==> src/rtl/char_lcd_4bit_sequencer_defines.svh <==
// assertion macros shared by the character-lcd sequencer rtl
`ifndef CHAR_LCD_4BIT_SEQUENCER_DEFINES_SVH
`define CHAR_LCD_4BIT_SEQUENCER_DEFINES_SVH

// same-cycle implication, sampled on clk, off while rst_n is low
`define CLCD4_ASSERT_NOW(label, ante, cons) \
  label: assert property (@(posedge clk) disable iff (!rst_n) (ante) |-> (cons)) \
    else $error("clcd4 check failed");

// next-cycle implication, sampled on clk, off while rst_n is low
`define CLCD4_ASSERT_NEXT(label, ante, cons) \
  label: assert property (@(posedge clk) disable iff (!rst_n) (ante) |=> (cons)) \
    else $error("clcd4 check failed");

`endif

==> src/rtl/clcd4_pkg.sv <==
// types and constants for the character-lcd sequencer
package clcd4_pkg;

  typedef enum logic [2:0] {
    CMD_INIT   = 3'd0,
    CMD_INSTR  = 3'd1,
    CMD_DATA   = 3'd2,
    CMD_CURSOR = 3'd3,
    CMD_CLEAR  = 3'd4
  } cmd_t;

  typedef enum logic [2:0] {
    REG_ENABLE_PULSE = 3'd0,
    REG_INSTR_WAIT   = 3'd1,
    REG_DATA_WAIT    = 3'd2,
    REG_POWERUP_WAIT = 3'd3,
    REG_FUNC_SET     = 3'd4,
    REG_DISP_CTRL    = 3'd5,
    REG_ENTRY_MODE   = 3'd6
  } reg_idx_t;

  localparam int unsigned STEP_W = 5;

  localparam logic [15:0] RST_ENABLE_PULSE = 16'd10;
  localparam logic [15:0] RST_INSTR_WAIT   = 16'd2000;
  localparam logic [15:0] RST_DATA_WAIT    = 16'd50;
  localparam logic [15:0] RST_POWERUP_WAIT = 16'd20000;
  localparam logic [7:0]  RST_FUNC_SET     = 8'h28;
  localparam logic [7:0]  RST_DISP_CTRL    = 8'h0C;
  localparam logic [7:0]  RST_ENTRY_MODE   = 8'h06;

  localparam logic [15:0] INIT_WAIT_LONG_US  = 16'd5000;
  localparam logic [15:0] INIT_WAIT_SHORT_US = 16'd200;

  localparam logic [7:0] CLEAR_BYTE     = 8'h01;
  localparam logic [7:0] ROW1_BASE      = 8'h80;
  localparam logic [7:0] ROW2_BASE      = 8'hC0;
  localparam logic [3:0] NIB_WAKE       = 4'h3;
  localparam logic [3:0] NIB_FOUR_BIT   = 4'h2;
  localparam logic [3:0] NIB_EXTRA_WAIT = 4'h1;

  localparam logic [STEP_W-1:0] INIT_LAST_STEP  = 5'd31;
  localparam logic [STEP_W-1:0] INIT_BYTE_FIRST = 5'd11;
  localparam logic [STEP_W-1:0] INIT_BYTE_LAST  = 5'd30;
  localparam logic [STEP_W-1:0] BYTE_LAST_STEP  = 5'd4;
  localparam logic [STEP_W-1:0] CLEAR_LAST_STEP = 5'd5;

  typedef struct packed {
    logic [15:0] enable_pulse_us;
    logic [15:0] instr_wait_us;
    logic [15:0] data_wait_us;
    logic [15:0] powerup_wait_us;
    logic [7:0]  function_set_word;
    logic [7:0]  display_control_word;
    logic [7:0]  entry_mode_word;
  } cfg_t;

  typedef struct packed {
    cmd_t       cmd;
    logic [7:0] byte_val;
  } item_t;

  typedef struct packed {
    logic        rs;
    logic        en;
    logic [3:0]  nib;
    logic [15:0] hold;
    logic        last;
  } ev_t;

endpackage

==> src/rtl/clcd4_event.sv <==
// pin event decoder: one bus event from the current request and its step
module clcd4_event (
  input  clcd4_pkg::cfg_t                     cfg,
  input  clcd4_pkg::item_t                    item,
  input  logic [clcd4_pkg::STEP_W-1:0]        step,
  output clcd4_pkg::ev_t                      ev
);

  logic [clcd4_pkg::STEP_W-1:0] off;
  logic [clcd4_pkg::STEP_W-1:0] ph_full;
  logic [7:0]                   init_byte;
  logic                         rs;

  // one byte as five events: high nibble pulse, low nibble pulse, settle
  function automatic clcd4_pkg::ev_t byte_event(input logic rs_i, input logic [7:0] b,
                                                input logic [2:0] ph,
                                                input logic [15:0] pulse,
                                                input logic [15:0] settle);
    clcd4_pkg::ev_t e;
    e.rs   = rs_i;
    e.en   = (ph == 3'd0) || (ph == 3'd2);
    e.nib  = (ph == 3'd0 || ph == 3'd1) ? b[7:4] : b[3:0];
    e.hold = (ph == 3'd4) ? settle : pulse;
    e.last = 1'b0;
    return e;
  endfunction

  // init instruction bytes: which of the four and the phase within it
  always_comb begin
    off = step - clcd4_pkg::INIT_BYTE_FIRST;
    if (off >= 5'd15) begin
      init_byte = clcd4_pkg::CLEAR_BYTE;
      ph_full   = off - 5'd15;
    end else if (off >= 5'd10) begin
      init_byte = cfg.entry_mode_word;
      ph_full   = off - 5'd10;
    end else if (off >= 5'd5) begin
      init_byte = cfg.display_control_word;
      ph_full   = off - 5'd5;
    end else begin
      init_byte = cfg.function_set_word;
      ph_full   = off;
    end
  end

  assign rs = (item.cmd == clcd4_pkg::CMD_DATA);

  always_comb begin
    ev = '0;
    if (item.cmd == clcd4_pkg::CMD_INIT) begin
      if (step >= clcd4_pkg::INIT_BYTE_FIRST && step <= clcd4_pkg::INIT_BYTE_LAST) begin
        ev = byte_event(1'b0, init_byte, ph_full[2:0], cfg.enable_pulse_us,
                        cfg.instr_wait_us);
      end else begin
        case (step) inside
          5'd0: begin
            ev.hold = cfg.powerup_wait_us;
          end
          5'd1, 5'd4, 5'd7: begin
            ev.en   = 1'b1;
            ev.nib  = clcd4_pkg::NIB_WAKE;
            ev.hold = cfg.enable_pulse_us;
          end
          5'd2, 5'd5, 5'd8: begin
            ev.nib  = clcd4_pkg::NIB_WAKE;
            ev.hold = cfg.enable_pulse_us;
          end
          5'd3: begin
            ev.nib  = clcd4_pkg::NIB_WAKE;
            ev.hold = clcd4_pkg::INIT_WAIT_LONG_US;
          end
          5'd6: begin
            ev.nib  = clcd4_pkg::NIB_WAKE;
            ev.hold = clcd4_pkg::INIT_WAIT_SHORT_US;
          end
          5'd9: begin
            ev.en   = 1'b1;
            ev.nib  = clcd4_pkg::NIB_FOUR_BIT;
            ev.hold = cfg.enable_pulse_us;
          end
          5'd10: begin
            ev.nib  = clcd4_pkg::NIB_FOUR_BIT;
            ev.hold = cfg.enable_pulse_us;
          end
          default: begin
            ev.nib  = clcd4_pkg::NIB_EXTRA_WAIT;
            ev.hold = cfg.instr_wait_us;
          end
        endcase
      end
      ev.last = (step == clcd4_pkg::INIT_LAST_STEP);
    end else begin
      if (step <= clcd4_pkg::BYTE_LAST_STEP) begin
        ev = byte_event(rs, item.byte_val, step[2:0], cfg.enable_pulse_us,
                        rs ? cfg.data_wait_us : cfg.instr_wait_us);
      end else begin
        // extra wait after a clear
        ev.nib  = clcd4_pkg::NIB_EXTRA_WAIT;
        ev.hold = cfg.instr_wait_us;
      end
      ev.last = (item.cmd == clcd4_pkg::CMD_CLEAR) ? (step == clcd4_pkg::CLEAR_LAST_STEP)
                                                   : (step == clcd4_pkg::BYTE_LAST_STEP);
    end
  end

endmodule

==> src/rtl/char_lcd_4bit_sequencer.sv <==
// top level of the 4-bit character-lcd sequencer
//
// usage: a request (in_command with in_byte_value, in_row, in_column) is taken
// on the in_ channel by valid/ready transfer and expands into a run of pin
// events on the out_ channel, one event per transfer, out_last marking the
// final event of the run. each event carries rs, en, the d4..d7 nibble and
// a hold time in microseconds for the pin driver downstream.
// run lengths: init 32 events, instruction, data and set cursor 5, clear 6;
// unused command codes are taken and produce nothing.
// the request is registered first and its first event then moves into the
// output register; events follow one per cycle while out_ready allows, the
// single step counter walking the run.
// the next request is taken in the cycle that the final event of the
// current run moves into the output register, so runs follow back to back.
// when out_ready is low the output register holds its event and the step
// counter stops; the request side then stalls once a run is in progress.
// reset (rst_n low, synchronous) empties the output register, drops any
// run in progress and loads the timing and init registers with defaults.
// the apb port (psel .. prdata) reads and writes those registers at byte
// address 4*index; writes belong between runs.
`include "char_lcd_4bit_sequencer_defines.svh"

module char_lcd_4bit_sequencer (
  input  logic        clk,
  input  logic        rst_n,
  input  logic        in_valid,
  output logic        in_ready,
  input  logic [2:0]  in_command,
  input  logic [7:0]  in_byte_value,
  input  logic [1:0]  in_row,
  input  logic [7:0]  in_column,
  output logic        out_valid,
  input  logic        out_ready,
  output logic        out_reg_select,
  output logic        out_enable,
  output logic [3:0]  out_nibble,
  output logic [15:0] out_hold_us,
  output logic        out_last,
  input  logic        psel,
  input  logic        penable,
  input  logic        pwrite,
  input  logic [4:0]  paddr,
  input  logic [31:0] pwdata,
  output logic [31:0] prdata,
  output logic        pready
);

  clcd4_pkg::cfg_t              cfg_r;
  clcd4_pkg::item_t             item_r;
  clcd4_pkg::item_t             item_nxt;
  clcd4_pkg::ev_t               ev;
  clcd4_pkg::ev_t               out_r;
  logic [clcd4_pkg::STEP_W-1:0] step_r;
  logic                         busy_r;
  logic                         out_valid_r;
  logic                         adv;
  logic                         in_xfer;
  logic                         cmd_ok;
  logic                         cfg_wr;
  clcd4_pkg::reg_idx_t          reg_idx;

  // configuration registers
  assign pready  = 1'b1;
  assign cfg_wr  = psel && penable && pwrite;
  assign reg_idx = clcd4_pkg::reg_idx_t'(paddr[4:2]);

  always_ff @(posedge clk) begin
    if (!rst_n) begin
      cfg_r.enable_pulse_us      <= clcd4_pkg::RST_ENABLE_PULSE;
      cfg_r.instr_wait_us        <= clcd4_pkg::RST_INSTR_WAIT;
      cfg_r.data_wait_us         <= clcd4_pkg::RST_DATA_WAIT;
      cfg_r.powerup_wait_us      <= clcd4_pkg::RST_POWERUP_WAIT;
      cfg_r.function_set_word    <= clcd4_pkg::RST_FUNC_SET;
      cfg_r.display_control_word <= clcd4_pkg::RST_DISP_CTRL;
      cfg_r.entry_mode_word      <= clcd4_pkg::RST_ENTRY_MODE;
    end else if (cfg_wr) begin
      unique case (reg_idx)
        clcd4_pkg::REG_ENABLE_PULSE: cfg_r.enable_pulse_us      <= pwdata[15:0];
        clcd4_pkg::REG_INSTR_WAIT:   cfg_r.instr_wait_us        <= pwdata[15:0];
        clcd4_pkg::REG_DATA_WAIT:    cfg_r.data_wait_us         <= pwdata[15:0];
        clcd4_pkg::REG_POWERUP_WAIT: cfg_r.powerup_wait_us      <= pwdata[15:0];
        clcd4_pkg::REG_FUNC_SET:     cfg_r.function_set_word    <= pwdata[7:0];
        clcd4_pkg::REG_DISP_CTRL:    cfg_r.display_control_word <= pwdata[7:0];
        clcd4_pkg::REG_ENTRY_MODE:   cfg_r.entry_mode_word      <= pwdata[7:0];
        default: ;
      endcase
    end
  end

  always_comb begin
    unique case (reg_idx)
      clcd4_pkg::REG_ENABLE_PULSE: prdata = {16'd0, cfg_r.enable_pulse_us};
      clcd4_pkg::REG_INSTR_WAIT:   prdata = {16'd0, cfg_r.instr_wait_us};
      clcd4_pkg::REG_DATA_WAIT:    prdata = {16'd0, cfg_r.data_wait_us};
      clcd4_pkg::REG_POWERUP_WAIT: prdata = {16'd0, cfg_r.powerup_wait_us};
      clcd4_pkg::REG_FUNC_SET:     prdata = {24'd0, cfg_r.function_set_word};
      clcd4_pkg::REG_DISP_CTRL:    prdata = {24'd0, cfg_r.display_control_word};
      clcd4_pkg::REG_ENTRY_MODE:   prdata = {24'd0, cfg_r.entry_mode_word};
      default:                     prdata = 32'd0;
    endcase
  end

  // request register: the byte to send is worked out on the way in
  assign cmd_ok = (in_command <= 3'(clcd4_pkg::CMD_CLEAR));

  always_comb begin
    item_nxt.cmd = clcd4_pkg::cmd_t'(in_command);
    case (clcd4_pkg::cmd_t'(in_command)) inside
      clcd4_pkg::CMD_INSTR,
      clcd4_pkg::CMD_DATA:   item_nxt.byte_val = in_byte_value;
      clcd4_pkg::CMD_CURSOR: begin
        if (in_row == 2'd1) begin
          item_nxt.byte_val = clcd4_pkg::ROW1_BASE + in_column - 8'd1;
        end else if (in_row == 2'd2) begin
          item_nxt.byte_val = clcd4_pkg::ROW2_BASE + in_column - 8'd1;
        end else begin
          item_nxt.byte_val = 8'h00;
        end
      end
      clcd4_pkg::CMD_CLEAR:  item_nxt.byte_val = clcd4_pkg::CLEAR_BYTE;
      default:               item_nxt.byte_val = 8'h00;
    endcase
  end

  clcd4_event u_event (
    .cfg  (cfg_r),
    .item (item_r),
    .step (step_r),
    .ev   (ev)
  );

  // output register advances when empty or when its event is taken
  assign adv      = !out_valid_r || out_ready;
  assign in_ready = !busy_r || (adv && ev.last);
  assign in_xfer  = in_valid && in_ready;

  always_ff @(posedge clk) begin
    if (!rst_n) begin
      busy_r      <= 1'b0;
      out_valid_r <= 1'b0;
      step_r      <= '0;
    end else begin
      if (adv) begin
        out_valid_r <= busy_r;
      end
      if (in_xfer) begin
        busy_r <= cmd_ok;
        step_r <= '0;
      end else if (busy_r && adv) begin
        busy_r <= !ev.last;
        step_r <= step_r + 5'd1;
      end
    end
  end

  always_ff @(posedge clk) begin
    if (in_xfer) begin
      item_r <= item_nxt;
    end
    if (busy_r && adv) begin
      out_r <= ev;
    end
  end

  assign out_valid      = out_valid_r;
  assign out_reg_select = out_r.rs;
  assign out_enable     = out_r.en;
  assign out_nibble     = out_r.nib;
  assign out_hold_us    = out_r.hold;
  assign out_last       = out_r.last;

  `CLCD4_ASSERT_NOW(a_take_only_at_run_end, busy_r && in_xfer, adv && ev.last)
  `CLCD4_ASSERT_NEXT(a_run_ends, busy_r && adv && ev.last && !in_xfer, !busy_r)
  `CLCD4_ASSERT_NEXT(a_step_holds_on_stall, busy_r && !adv && !in_xfer, $stable(step_r))
  `CLCD4_ASSERT_NEXT(a_event_kept_on_stall, out_valid_r && !out_ready, out_valid_r)

endmodule

==> config.mk <==
export PLATFORM = sky130hd
export DESIGN_NAME = char_lcd_4bit_sequencer
export DESIGN_NICKNAME = d
export VERILOG_FILES = /design/src/rtl/clcd4_pkg.sv /design/src/rtl/clcd4_event.sv /design/src/rtl/char_lcd_4bit_sequencer.sv
export VERILOG_INCLUDE_DIRS = /design/src /design/src/rtl
export SDC_FILE = /design/constraint.sdc
export NUM_CORES = 1
export LEC_CHECK = 0
export ABC_AREA = 1
export BUFFER_PORTS_ARGS = -buffer_cell sky130_fd_sc_hd__buf_2
export CAP_MARGIN = 20
export CORE_ASPECT_RATIO = 0.8
export CORE_UTILIZATION = 47
export DETAILED_ROUTE_END_ITERATION = 10
export PLACE_DENSITY_LB_ADDON = 0.15
export SETUP_SLACK_MARGIN = 0.4
export SYNTH_ARGS = -nofsm -noshare
export SYNTH_HDL_FRONTEND = slang
export SYNTH_SLANG_ARGS = --single-unit
==> constraint.sdc <==
create_clock -name clk -period 4.5 [get_ports clk]
set_input_delay 0.675 -clock clk [delete_from_list [all_inputs] [get_ports clk]]
set_output_delay 0.675 -clock clk [all_outputs]
set_load 0.005 [all_outputs]
==> impl_metrics.yaml <==
global_route:
  grt_antenna_before_repair: 0
  grt_max_degree: 65
  grt_pass1_wl_mm: 38.2
  overflow: 0
  grt_use_total_pct: 31.3
  grt_pass1_vias: 6715
worst_setup_path:
  critPathRequiredTime_ns: 4.70
  r2r_start: "step_r[0]"
  start_kind: "register"
  cp_max_fo: 18
  worstReg2RegEnd: "out_hold_us[9]"
  setup.worst_path.end_class: "register"
  worstRegToRegCells: 16
  path_class: "reg -> reg"
  rrSetupSlack_ns: 0.84
  worstPathArrival_ns: 3.86
  startpoint: "step_r[0]"
clocking:
  h-tree-depth: 4
  cts_tree: "built"
  cts-resized-gates: 0
  postCtsHoldBufs: 0
  post_cts_buffers: 0
  root_buffer: "clkbuf_16"
  worst_skew_pair.late_latency_ns: 0.43
  cts_sinks: 129
  tritoncts.num_buffers: 17
  clk_pin_slew_ns: 0.06
  ctsLongestPathBuffers: 2
hold_path:
  hold_depth: 1
  hold_start: "in_command[0]"
  worstHoldEndpoint: "item_r[8]"
  worstHoldPathType: "in -> reg"
drt:
  dr.pass1.iters: 6
  ant_nets: 0
  drc: 0
  post_drt_via_cell_ratio: 5.75
  vias: 7745
  drtIter0Drc: 1088
  wl_per_cell_um: 18.3
  drt-total-wl_mm: 24.7
power_and_ir_drop:
  p_int_uw: 2120
  pwr-share-seq_pct: 43.5
  power.share.clock_pct: 46.3
  p_sw_uw: 734
  p_comb_share_pct: 10.2
  power_density_nw_per_um2: 334
  power_leakage_uw: 0.00365
  ir_worst_vdd_mv: 0.324
  power_switching_share_pct: 25.7
  finalPower_uw: 2860
logic_synthesis:
  synth_area_leader_cell: "dfxtp_1"
  synth_area_leaders: "dfxtp_1 25%, edfxtp_1 14%, nand2_1 8.9%"
  synth_edf_count: 34
  ys_types: 47
  synth_ff_type: "dfxtp_1"
  synth.avg_cell_area_um2: 7.09
  synth.top_cell.area_share_pct: 25.4
  synthCells: 1055
  synth_area_um2: 7480
  ys.warnings.count: 0
  synthArstFlopShare_pct: 0
  synth_seq_area_share_pct: 39.1
  synth_seq_cells: 129
placed_design:
  place_hpwl_mm: 17.3
  gp_congestion: 0.904
  io_buffer_count: 87
layout:
  syn2layout_area_growth_pct: 14.5
  drive_gt1_share_pct: 14.6
  nNetsFinal: 1200
  layout_common_cells: "178 x nand2_1, 133 x a21oi_1, 128 x o21ai_0"
  antennaDiodeCount: 0
  final_common_cell: "nand2_1"
floorplan:
  die_area_um2: 16400
  rows: 40
  die_h_um: 115
  core_area_um2: 15300
  start_util_pct: 49.0
  die_w_um: 143
  io_pins: 123
sta:
  rsz0062_at_grt: "no"
  drv_slew: 0
  fin_crit_sh_pct: 81.3
  final_hold_viol_count: 0
  worstMarginPinSlew_ns: 1.12
  max_slew_margin_pct: 25.4
  fmax_mhz: 273
  finalCriticalPeriod_ns: 3.66
  setup_violations: 0
  skew_ns: 0.00723
  fin_setup_tns_ns: 0
  whs_ns: 0.463
outcome:
  outcome: "finished, final reports clean"
flow_run:
  max_cap_viol_count: 0
## critical path, cell delays in order, from the launching register on
cell	delay [ns]
dfxtp_1	0.51
ha_1	0.35
inv_2	0.08
nand2_2	0.11
nand2_2	0.13
ha_1	0.24
a21oi_2	0.15
nand3_1	0.26
nand2_1	0.17
nand3_1	0.08
nand2_1	0.09
nand2_2	0.06
nand2_2	0.33
nand3_4	0.32
nand2_1	0.14
nand3_1	0.07
a21oi_1	0.32
## synthesized netlist by cell type (2+ instances only)
cell       instances
buf_2              8
xnor2_1            2
nand2_2           11
edfxtp_1          34
a221oi_1          14
nor2_1            94
a22oi_1            5
nor3_1             7
clkbuf_1          36
conb_1             2
nand3_1           63
o21ai_0          128
nand2_1          178
o21ai_1            2
nand2_4            3
o22ai_1           17
buf_4             18
ha_1              10
inv_1            108
inv_2             10
dfxtp_1           95
o211ai_1          23
nor3_2             2
o31ai_1            4
xor2_1             5
a21oi_1          133
a31oi_1            2
nor2_2             2
mux2_2             2
o2111ai_1          4
nand4_1           17
## power by group through the flow
stage	logic, uW	clock network [uW]	registers [uW]
2_1_floorplan	174	0	1260
3_3_place_gp	281	0	1270
3_5_place_dp	283	0	1270
4_1_cts	284	1330	1240
5_1_grt	319	1380	1250
6_report	292	1320	1240
## through the flow
| stage | instances | instance area, um2 | utilization [%] | worst slack (ns) |
|---|---|---|---|---|
| final | 1348 | 8560 | 56.1 | 0.842 |
| after global routing | 1348 | 8560 | 56.1 | 0.611 |
| after CTS | 1348 | 8560 | 56.1 | 0.989 |
| after detailed placement | 1316 | 8010 | 52.5 | 1.01 |
| after global placement | 1316 | 8010 | 52.5 | 1.06 |
| after floorplan | 1070 | 7540 | - | 1.86 |
## final cells by class
class | instances | area [um2]
clock inverter | 12 | 118
timing repair buffer | 100 | 533
inverter | 121 | 458
clock buffer | 20 | 437
tap | 210 | 263
multi-input combinational | 756 | 3830
fill | 1506 | 6700
sequential | 129 | 2920
## worst max path at each step
stage	endpoint	slack (ns)
2_1_floorplan	out_nibble[3]	1.86
6_report	out_hold_us[9]	0.84
3_5_place_dp	out_hold_us[9]	1.01
5_1_grt	out_hold_us[10]	0.61
4_1_cts	out_hold_us[9]	0.99
3_3_place_gp	out_hold_us[9]	1.06
## state kept, by name (all words and copies together), names as in the netlist
name	count
out_nibble	4
busy_r	1
out_enable	1
item_r	11
out_last	1
step_r	5
out_hold_us	16
out_valid	1
out_reg_select	1
cfg_r	88
## layer usage
metal  up-vias  global-route usage [%]  share of wire, %
met5         -                       0                 0
met4         0                    10.0               1.9
met3        45                    8.62                12
met2       451                    41.3                39
met1      3522                    48.0                48
li1       3727                       -                 -
## cell families (layout without fill, tap and decap cells)
logic type / after synthesis / after routing / share of synthesized area (%)
xor+xnor: 7 / 7 / 0.820
buf+inv: 185 / 253 / 10.5
mux: 3 / 3 / 0.435
flops: 129 / 129 / 39.1
fa+ha+maj: 10 / 10 / 1.67
compound gates: 337 / 337 / 25.2
other cells: 2 / 17 / 0.100
simple gates: 382 / 382 / 22.2
Power figures use the tool's default switching activity.
